## config.mk

```make
export PLATFORM = sky130hd
export DESIGN_NAME = txtc_mac
export DESIGN_NICKNAME = d
export VERILOG_FILES = /design/src/txtc_pkg.sv /design/src/txtc_mac.sv
export SDC_FILE = /design/constraint.sdc
export NUM_CORES = 1
export LEC_CHECK = 0
export BUFFER_PORTS_ARGS = -buffer_cell sky130_fd_sc_hd__clkbuf_2
export CAP_MARGIN = 5
export CORE_MARGIN = 5
export CORE_UTILIZATION = 40
export DETAILED_ROUTE_END_ITERATION = 8
export SLEW_MARGIN = 20
export SYNTH_ARGS = -nofsm -noshare
export SYNTH_HDL_FRONTEND = slang
export SYNTH_SLANG_ARGS = --single-unit
```

## constraint.sdc

```tcl
create_clock -name vclk -period 9.3
set_input_delay 1.395 -clock vclk [all_inputs]
set_output_delay 1.395 -clock vclk [all_outputs]
set_load 0.01 [all_outputs]
```

## src/txtc_pkg.sv

```systemverilog
`timescale 1ns / 1ps
`default_nettype none
// ----------------------------------------------------------------------------
// txtc_pkg
// Shared types, constants, font table and mask helpers for the text console
// glyph renderer.
// ----------------------------------------------------------------------------
package txtc_pkg;

	localparam int MulAW = 16;
	localparam int MulBW = 16;
	localparam int AccW  = 28;

	localparam logic [7:0] CODE_NEWLINE = 8'd10;
	localparam logic [7:0] CODE_TAB     = 8'd9;

	localparam logic [2:0] MAX_SCALE = 3'd4;

	typedef enum logic [2:0] {
		REG_SCREEN_WIDTH  = 3'd0,
		REG_SCREEN_HEIGHT = 3'd1,
		REG_LINE_PITCH    = 3'd2,
		REG_GLYPH_SCALE   = 3'd3,
		REG_FG_COLOR      = 3'd4
	} reg_idx_t;

	typedef struct packed {
		logic [MulAW-1:0] a;
		logic [MulBW-1:0] b;
		logic [AccW-1:0]  c;
	} mac_op_t;

	function automatic logic [63:0] r8(
		input logic [7:0] b0, input logic [7:0] b1, input logic [7:0] b2,
		input logic [7:0] b3, input logic [7:0] b4, input logic [7:0] b5,
		input logic [7:0] b6, input logic [7:0] b7);
		r8 = {b7, b6, b5, b4, b3, b2, b1, b0};
	endfunction

	// row 0 in bits 7:0, bit 0 of each row is the leftmost pixel
	function automatic logic [63:0] font_glyph(input logic [6:0] code);
		logic [63:0] g;
		g = '0;
		case (code)
			7'h21: g = r8(8'h18,8'h3C,8'h3C,8'h18,8'h18,8'h00,8'h18,8'h00);
			7'h22: g = r8(8'h36,8'h36,8'h00,8'h00,8'h00,8'h00,8'h00,8'h00);
			7'h23: g = r8(8'h36,8'h36,8'h7F,8'h36,8'h7F,8'h36,8'h36,8'h00);
			7'h24: g = r8(8'h0C,8'h3E,8'h03,8'h1E,8'h30,8'h1F,8'h0C,8'h00);
			7'h25: g = r8(8'h00,8'h63,8'h33,8'h18,8'h0C,8'h66,8'h63,8'h00);
			7'h26: g = r8(8'h1C,8'h36,8'h1C,8'h6E,8'h3B,8'h33,8'h6E,8'h00);
			7'h27: g = r8(8'h06,8'h06,8'h03,8'h00,8'h00,8'h00,8'h00,8'h00);
			7'h28: g = r8(8'h18,8'h0C,8'h06,8'h06,8'h06,8'h0C,8'h18,8'h00);
			7'h29: g = r8(8'h06,8'h0C,8'h18,8'h18,8'h18,8'h0C,8'h06,8'h00);
			7'h2A: g = r8(8'h00,8'h66,8'h3C,8'hFF,8'h3C,8'h66,8'h00,8'h00);
			7'h2B: g = r8(8'h00,8'h0C,8'h0C,8'h3F,8'h0C,8'h0C,8'h00,8'h00);
			7'h2C: g = r8(8'h00,8'h00,8'h00,8'h00,8'h00,8'h0C,8'h0C,8'h06);
			7'h2D: g = r8(8'h00,8'h00,8'h00,8'h3F,8'h00,8'h00,8'h00,8'h00);
			7'h2E: g = r8(8'h00,8'h00,8'h00,8'h00,8'h00,8'h0C,8'h0C,8'h00);
			7'h2F: g = r8(8'h60,8'h30,8'h18,8'h0C,8'h06,8'h03,8'h01,8'h00);
			7'h30: g = r8(8'h3E,8'h63,8'h73,8'h7B,8'h6F,8'h67,8'h3E,8'h00);
			7'h31: g = r8(8'h0C,8'h0E,8'h0C,8'h0C,8'h0C,8'h0C,8'h3F,8'h00);
			7'h32: g = r8(8'h1E,8'h33,8'h30,8'h1C,8'h06,8'h33,8'h3F,8'h00);
			7'h33: g = r8(8'h1E,8'h33,8'h30,8'h1C,8'h30,8'h33,8'h1E,8'h00);
			7'h34: g = r8(8'h38,8'h3C,8'h36,8'h33,8'h7F,8'h30,8'h78,8'h00);
			7'h35: g = r8(8'h3F,8'h03,8'h1F,8'h30,8'h30,8'h33,8'h1E,8'h00);
			7'h36: g = r8(8'h1C,8'h06,8'h03,8'h1F,8'h33,8'h33,8'h1E,8'h00);
			7'h37: g = r8(8'h3F,8'h33,8'h30,8'h18,8'h0C,8'h0C,8'h0C,8'h00);
			7'h38: g = r8(8'h1E,8'h33,8'h33,8'h1E,8'h33,8'h33,8'h1E,8'h00);
			7'h39: g = r8(8'h1E,8'h33,8'h33,8'h3E,8'h30,8'h18,8'h0E,8'h00);
			7'h3A: g = r8(8'h00,8'h0C,8'h0C,8'h00,8'h00,8'h0C,8'h0C,8'h00);
			7'h3B: g = r8(8'h00,8'h0C,8'h0C,8'h00,8'h00,8'h0C,8'h0C,8'h06);
			7'h3C: g = r8(8'h18,8'h0C,8'h06,8'h03,8'h06,8'h0C,8'h18,8'h00);
			7'h3D: g = r8(8'h00,8'h00,8'h3F,8'h00,8'h00,8'h3F,8'h00,8'h00);
			7'h3E: g = r8(8'h06,8'h0C,8'h18,8'h30,8'h18,8'h0C,8'h06,8'h00);
			7'h3F: g = r8(8'h1E,8'h33,8'h30,8'h18,8'h0C,8'h00,8'h0C,8'h00);
			7'h40: g = r8(8'h3E,8'h63,8'h7B,8'h7B,8'h7B,8'h03,8'h1E,8'h00);
			7'h41: g = r8(8'h0C,8'h1E,8'h33,8'h33,8'h3F,8'h33,8'h33,8'h00);
			7'h42: g = r8(8'h3F,8'h66,8'h66,8'h3E,8'h66,8'h66,8'h3F,8'h00);
			7'h43: g = r8(8'h3C,8'h66,8'h03,8'h03,8'h03,8'h66,8'h3C,8'h00);
			7'h44: g = r8(8'h1F,8'h36,8'h66,8'h66,8'h66,8'h36,8'h1F,8'h00);
			7'h45: g = r8(8'h7F,8'h46,8'h16,8'h1E,8'h16,8'h46,8'h7F,8'h00);
			7'h46: g = r8(8'h7F,8'h46,8'h16,8'h1E,8'h16,8'h06,8'h0F,8'h00);
			7'h47: g = r8(8'h3C,8'h66,8'h03,8'h03,8'h73,8'h66,8'h7C,8'h00);
			7'h48: g = r8(8'h33,8'h33,8'h33,8'h3F,8'h33,8'h33,8'h33,8'h00);
			7'h49: g = r8(8'h1E,8'h0C,8'h0C,8'h0C,8'h0C,8'h0C,8'h1E,8'h00);
			7'h4A: g = r8(8'h78,8'h30,8'h30,8'h30,8'h33,8'h33,8'h1E,8'h00);
			7'h4B: g = r8(8'h67,8'h66,8'h36,8'h1E,8'h36,8'h66,8'h67,8'h00);
			7'h4C: g = r8(8'h0F,8'h06,8'h06,8'h06,8'h46,8'h66,8'h7F,8'h00);
			7'h4D: g = r8(8'h63,8'h77,8'h7F,8'h7F,8'h6B,8'h63,8'h63,8'h00);
			7'h4E: g = r8(8'h63,8'h67,8'h6F,8'h7B,8'h73,8'h63,8'h63,8'h00);
			7'h4F: g = r8(8'h1C,8'h36,8'h63,8'h63,8'h63,8'h36,8'h1C,8'h00);
			7'h50: g = r8(8'h3F,8'h66,8'h66,8'h3E,8'h06,8'h06,8'h0F,8'h00);
			7'h51: g = r8(8'h1E,8'h33,8'h33,8'h33,8'h3B,8'h1E,8'h38,8'h00);
			7'h52: g = r8(8'h3F,8'h66,8'h66,8'h3E,8'h36,8'h66,8'h67,8'h00);
			7'h53: g = r8(8'h1E,8'h33,8'h07,8'h0E,8'h38,8'h33,8'h1E,8'h00);
			7'h54: g = r8(8'h3F,8'h2D,8'h0C,8'h0C,8'h0C,8'h0C,8'h1E,8'h00);
			7'h55: g = r8(8'h33,8'h33,8'h33,8'h33,8'h33,8'h33,8'h3F,8'h00);
			7'h56: g = r8(8'h33,8'h33,8'h33,8'h33,8'h33,8'h1E,8'h0C,8'h00);
			7'h57: g = r8(8'h63,8'h63,8'h63,8'h6B,8'h7F,8'h77,8'h63,8'h00);
			7'h58: g = r8(8'h63,8'h63,8'h36,8'h1C,8'h1C,8'h36,8'h63,8'h00);
			7'h59: g = r8(8'h33,8'h33,8'h33,8'h1E,8'h0C,8'h0C,8'h1E,8'h00);
			7'h5A: g = r8(8'h7F,8'h63,8'h31,8'h18,8'h4C,8'h66,8'h7F,8'h00);
			7'h5B: g = r8(8'h1E,8'h06,8'h06,8'h06,8'h06,8'h06,8'h1E,8'h00);
			7'h5C: g = r8(8'h03,8'h06,8'h0C,8'h18,8'h30,8'h60,8'h40,8'h00);
			7'h5D: g = r8(8'h1E,8'h18,8'h18,8'h18,8'h18,8'h18,8'h1E,8'h00);
			7'h5E: g = r8(8'h08,8'h1C,8'h36,8'h63,8'h00,8'h00,8'h00,8'h00);
			7'h5F: g = r8(8'h00,8'h00,8'h00,8'h00,8'h00,8'h00,8'h00,8'hFF);
			7'h60: g = r8(8'h0C,8'h0C,8'h18,8'h00,8'h00,8'h00,8'h00,8'h00);
			7'h61: g = r8(8'h00,8'h00,8'h1E,8'h30,8'h3E,8'h33,8'h6E,8'h00);
			7'h62: g = r8(8'h07,8'h06,8'h06,8'h3E,8'h66,8'h66,8'h3B,8'h00);
			7'h63: g = r8(8'h00,8'h00,8'h1E,8'h33,8'h03,8'h33,8'h1E,8'h00);
			7'h64: g = r8(8'h38,8'h30,8'h30,8'h3E,8'h33,8'h33,8'h6E,8'h00);
			7'h65: g = r8(8'h00,8'h00,8'h1E,8'h33,8'h3F,8'h03,8'h1E,8'h00);
			7'h66: g = r8(8'h1C,8'h36,8'h06,8'h0F,8'h06,8'h06,8'h0F,8'h00);
			7'h67: g = r8(8'h00,8'h00,8'h6E,8'h33,8'h33,8'h3E,8'h30,8'h1F);
			7'h68: g = r8(8'h07,8'h06,8'h36,8'h6E,8'h66,8'h66,8'h67,8'h00);
			7'h69: g = r8(8'h0C,8'h00,8'h0E,8'h0C,8'h0C,8'h0C,8'h1E,8'h00);
			7'h6A: g = r8(8'h30,8'h00,8'h30,8'h30,8'h30,8'h33,8'h33,8'h1E);
			7'h6B: g = r8(8'h07,8'h06,8'h66,8'h36,8'h1E,8'h36,8'h67,8'h00);
			7'h6C: g = r8(8'h0E,8'h0C,8'h0C,8'h0C,8'h0C,8'h0C,8'h1E,8'h00);
			7'h6D: g = r8(8'h00,8'h00,8'h33,8'h7F,8'h7F,8'h6B,8'h63,8'h00);
			7'h6E: g = r8(8'h00,8'h00,8'h1F,8'h33,8'h33,8'h33,8'h33,8'h00);
			7'h6F: g = r8(8'h00,8'h00,8'h1E,8'h33,8'h33,8'h33,8'h1E,8'h00);
			7'h70: g = r8(8'h00,8'h00,8'h3B,8'h66,8'h66,8'h3E,8'h06,8'h0F);
			7'h71: g = r8(8'h00,8'h00,8'h6E,8'h33,8'h33,8'h3E,8'h30,8'h78);
			7'h72: g = r8(8'h00,8'h00,8'h3B,8'h6E,8'h66,8'h06,8'h0F,8'h00);
			7'h73: g = r8(8'h00,8'h00,8'h3E,8'h03,8'h1E,8'h30,8'h1F,8'h00);
			7'h74: g = r8(8'h08,8'h0C,8'h3E,8'h0C,8'h0C,8'h2C,8'h18,8'h00);
			7'h75: g = r8(8'h00,8'h00,8'h33,8'h33,8'h33,8'h33,8'h6E,8'h00);
			7'h76: g = r8(8'h00,8'h00,8'h33,8'h33,8'h33,8'h1E,8'h0C,8'h00);
			7'h77: g = r8(8'h00,8'h00,8'h63,8'h6B,8'h7F,8'h7F,8'h36,8'h00);
			7'h78: g = r8(8'h00,8'h00,8'h63,8'h36,8'h1C,8'h36,8'h63,8'h00);
			7'h79: g = r8(8'h00,8'h00,8'h33,8'h33,8'h33,8'h3E,8'h30,8'h1F);
			7'h7A: g = r8(8'h00,8'h00,8'h3F,8'h19,8'h0C,8'h26,8'h3F,8'h00);
			7'h7B: g = r8(8'h38,8'h0C,8'h0C,8'h07,8'h0C,8'h0C,8'h38,8'h00);
			7'h7C: g = r8(8'h18,8'h18,8'h18,8'h00,8'h18,8'h18,8'h18,8'h00);
			7'h7D: g = r8(8'h07,8'h0C,8'h0C,8'h38,8'h0C,8'h0C,8'h07,8'h00);
			7'h7E: g = r8(8'h6E,8'h3B,8'h00,8'h00,8'h00,8'h00,8'h00,8'h00);
			default: g = '0;
		endcase
		return g;
	endfunction

	// clamp the scale register to 1..MAX_SCALE
	function automatic logic [2:0] eff_scale(input logic [2:0] s);
		logic [2:0] r;
		r = s;
		if (s == 3'd0)
			r = 3'd1;
		else if (s > MAX_SCALE)
			r = MAX_SCALE;
		return r;
	endfunction

	// horizontal magnification of one font row
	function automatic logic [31:0] expand_row(input logic [7:0] bits, input logic [2:0] s);
		logic [31:0] m;
		m = '0;
		case (s)
			3'd2: for (int x = 0; x < 16; x++) m[x] = bits[x / 2];
			3'd3: for (int x = 0; x < 24; x++) m[x] = bits[x / 3];
			3'd4: for (int x = 0; x < 32; x++) m[x] = bits[x / 4];
			default: m[7:0] = bits;
		endcase
		return m;
	endfunction

endpackage
`default_nettype wire

```

## src/txtc_mac.sv

```systemverilog
`timescale 1ns / 1ps
`default_nettype none
// ----------------------------------------------------------------------------
// txtc_mac
// Shared multiply-accumulate unit: res = a * b + c, truncated to the
// accumulator width.
// ----------------------------------------------------------------------------
module txtc_mac
	import txtc_pkg::*;
(
	input  mac_op_t         op,
	output logic [AccW-1:0] res
);

	logic [MulAW+MulBW-1:0] prod;

	assign prod = op.a * op.b;
	assign res  = prod[AccW-1:0] + op.c;

endmodule
`default_nettype wire

```

==> summary.md <==
| Metric | Value |
|---|---|
| Outcome | `finished clean` |
| CTS hold repair buffers | `0` |
| Slowest stage cell on the critical path | `sky130_fd_sc_hd__fa_1` |
| Area of the placeable core | `21800 µm²` |
| Netlist Area Pre-Place | `8890 µm²` |
| Net Count, Synth | `1407` |
| Tot GR Track Use | `16.2%` |
| Library cell with the highest instance count after synthesis | `sky130_fd_sc_hd__inv_1` |
| Largest family of logic cells by synthesized area | `adder cells` |
| Simple-gate portion of the synthesized area | `16.9%` |
| Routing layer with the top usage in global route | `met2` |
| Maximum number of pins on one net before global-route repair | `17` |
| Number of max-capacitance violations reported | `0` |
| Resized Gates After CTS | `0` |
| CP Buf/Inv Count | `6` |
| Number of inserted diodes | `0` |
| Post-detail-place hpwl | `about 18000 µm` |
| M2 GR Usage | `~29%` |
| Number of nets in the layout | `roughly 1500` |
| Share of layout cells above drive strength 1 | `8.62%` |
| Area added between synthesis and finish | `7.40%` |
| First-pass GRT wire length | `34800 µm` |
| Most common cell type on the critical path | `sky130_fd_sc_hd__fa_1` |
| Cells after Synth | `1049` |
| Remaining design rule violation count | `0` |
| Vias per std cell | `4.83` |
| Most area-consuming cells after synthesis | `sky130_fd_sc_hd__fa_1 49%, sky130_fd_sc_hd__inv_1 13%, sky130_fd_sc_hd__ha_1 12%` |
| Compound-Gate Fraction of Synth Area | `5.29%` |
| Normalized max-slew margin | `44.5%` |
| Initial antenna violation count | `0` |
| Drt first pass iters | `5` |
| Fmax | `around 120 MHz` |
| Die span in y | `159 µm` |
| Critical path launch point type | `input port` |
| Share of the synthesized area in the top cell type | `48.6%` |
| Library cell with the largest summed area after synthesis | `sky130_fd_sc_hd__fa_1` |
| Fin. max-slew vios | `0` |
| Count of different cell masters after synthesis | `43` |
| Crit path DAT | `7.03 ns` |
| Maximum fanout count along the critical path | `16` |
| RSZ-0062 raised after global routing | `false` |
| GR Overflow Total | `0` |
| Global routing usage on met1 | `22.2%` |
| Width of the chip | `159 µm` |
| Number of global-route vias before repair | `between 7000 and 8000` |
| Average footprint of a synthesized cell | `around 8.5 µm²` |
| Most instantiated cells after synthesis | `312 x sky130_fd_sc_hd__inv_1, 216 x sky130_fd_sc_hd__fa_1, 151 x sky130_fd_sc_hd__nand2_1` |
| Setup-failing EPs final | `0` |
| Register area | `0 µm²` |
| End of the critical path | `res[25]` |
| Transition time of the tightest slew-check pin | `0.825 ns` |
| Critical path required time | `7.91 ns` |
| Number of buffer cells added on primary ports | `88` |
| Met3 routing resource usage after global routing | `0.699%` |
| Crit path launch | `op[56]` |
| Number of inserted filler cells in the final layout | `2211` |
| Post-synthesis mux area share | `0%` |
| Family with the most delay on the worst path | `adder cells` |
| Number of sequential cells in the layout | `0` |
| Drt total wl | `20200 µm` |
| Adder and majority cell fraction of the synthesized area | `60.2%` |
| Number of failing hold endpoints at the final stage | `0` |
| Die area | `25300 µm²` |
| Total number of yosys warnings | `0` |
| Area of combinational cells with multiple inputs | `7580 µm²` |
| Clk_buf instances | `0` |
| Sequential-to-total area share from yosys stat | `0%` |
| Initial cell density of the core | `40.7%` |
| Final cycle utilization of the critical path | `90.6%` |
| Average routed wire per standard cell | `14.6 µm` |
| Setup crit end kind | `output port` |
| Setup TNS after final layout | `0 ns` |
| Final critical path time including I/O delays and setup | `8.43 ns` |
| Initial DRC count | `about 240` |
| Critical path, cell by cell | `clkbuf_2 > and2_1 > fa_1 > inv_1 > fa_1 > fa_1 > inv_1 > fa_1 > fa_1 > inv_1 > fa_1 > inv_1 > ha_1 > a21oi_1 > or4b_1 > o22a_2 > and4_1 > a211oi_2 > clkbuf_2` |
| Worst Hold Class | `input port to output port` |
| Std cell rows | `54` |
| Classification of the worst setup path | `input port to output port` |
| Worst path depth | `19` |
| Vias | `6672` |
| Area share of xor/xnor cells in the synthesized design | `2.96%` |
| Final antenna-violating net count | `0` |
| Gpl congestion | `0.844` |
| I/O Pins | `88` |
| Post-CTS setup buffer count | `0` |
| Slowest cell delay on critical path | `0.53 ns` |
==> metal layers <==
layer / share of wire, % / wire length (µm) / vias up
met5: 0 / 0 / -
met4: 2.3 / 462 / 0
met3: 3.6 / 737 / 22
met2: 51 / 10200 / 146
met1: 43 / 8780 / 3386
li1: - / - / 3118
==> tightest hold or removal path: stages <==
cell                       delay [ns]
sky130_fd_sc_hd__clkbuf_2        0.08
sky130_fd_sc_hd__ha_1            0.12
sky130_fd_sc_hd__clkbuf_2        0.12
==> cell usage in the layout, fill, tap and decap left out, types with 4 or more instances in the layout <==
cell type,count
sky130_fd_sc_hd__inv_1,312
sky130_fd_sc_hd__nand2_1,151
sky130_fd_sc_hd__xor2_1,6
sky130_fd_sc_hd__a31oi_1,4
sky130_fd_sc_hd__ha_1,82
sky130_fd_sc_hd__nor3_1,6
sky130_fd_sc_hd__o21ai_0,11
sky130_fd_sc_hd__clkbuf_2,88
sky130_fd_sc_hd__a21oi_1,17
sky130_fd_sc_hd__xnor2_1,24
sky130_fd_sc_hd__a21o_1,5
sky130_fd_sc_hd__fa_1,216
sky130_fd_sc_hd__and2_1,115
sky130_fd_sc_hd__nor2_1,15
sky130_fd_sc_hd__o211ai_1,5
sky130_fd_sc_hd__o21a_1,4
sky130_fd_sc_hd__nor2b_1,4
==> through the flow <==
step / setup WS, ns / std cells / util [%] / area (µm²) / hold WS, ns
finish: 0.870 / 1382 / 43.7 / 9550 / 3.11
CTS: 0.862 / 1382 / 43.7 / 9550 / 3.12
global route: 0.596 / 1382 / 43.7 / 9550 / 3.12
floorplan: 1.29 / 1049 / - / 8890 / 2.94
detailed placement: 0.878 / 1382 / 43.7 / 9550 / 3.11
global placement: 0.928 / 1382 / 43.7 / 9550 / 3.11
==> logic make-up (layout without fill, tap and decap cells) <==
family / count (synthesis) / after routing
xor+xnor: 30 / 30
simple gates: 306 / 306
compound gates: 68 / 68
buf+inv: 347 / 400
fa+ha+maj: 298 / 298
==> cell type report <==
cell class / instances / share of cell area (%)
timing repair buffer: 88 / 4.61
inverter: 312 / 12.3
multi-input combinational: 702 / 79.4
tap: 280 / 3.67
==> worst min path at each step <==
stage	endpoint	from	slack, ns	cells past startpoint
floorplan	res[0]	op[0]	2.94	1
global placement	res[0]	op[0]	3.11	3
detailed placement	res[0]	op[0]	3.11	3
CTS	res[0]	op[0]	3.12	3
global route	res[0]	op[0]	3.12	3
finish	res[0]	op[0]	3.11	3
Power is left out: the tool's default activity adds up to more than one toggle a clock period on the data nets, which glitch-free logic cannot reach.
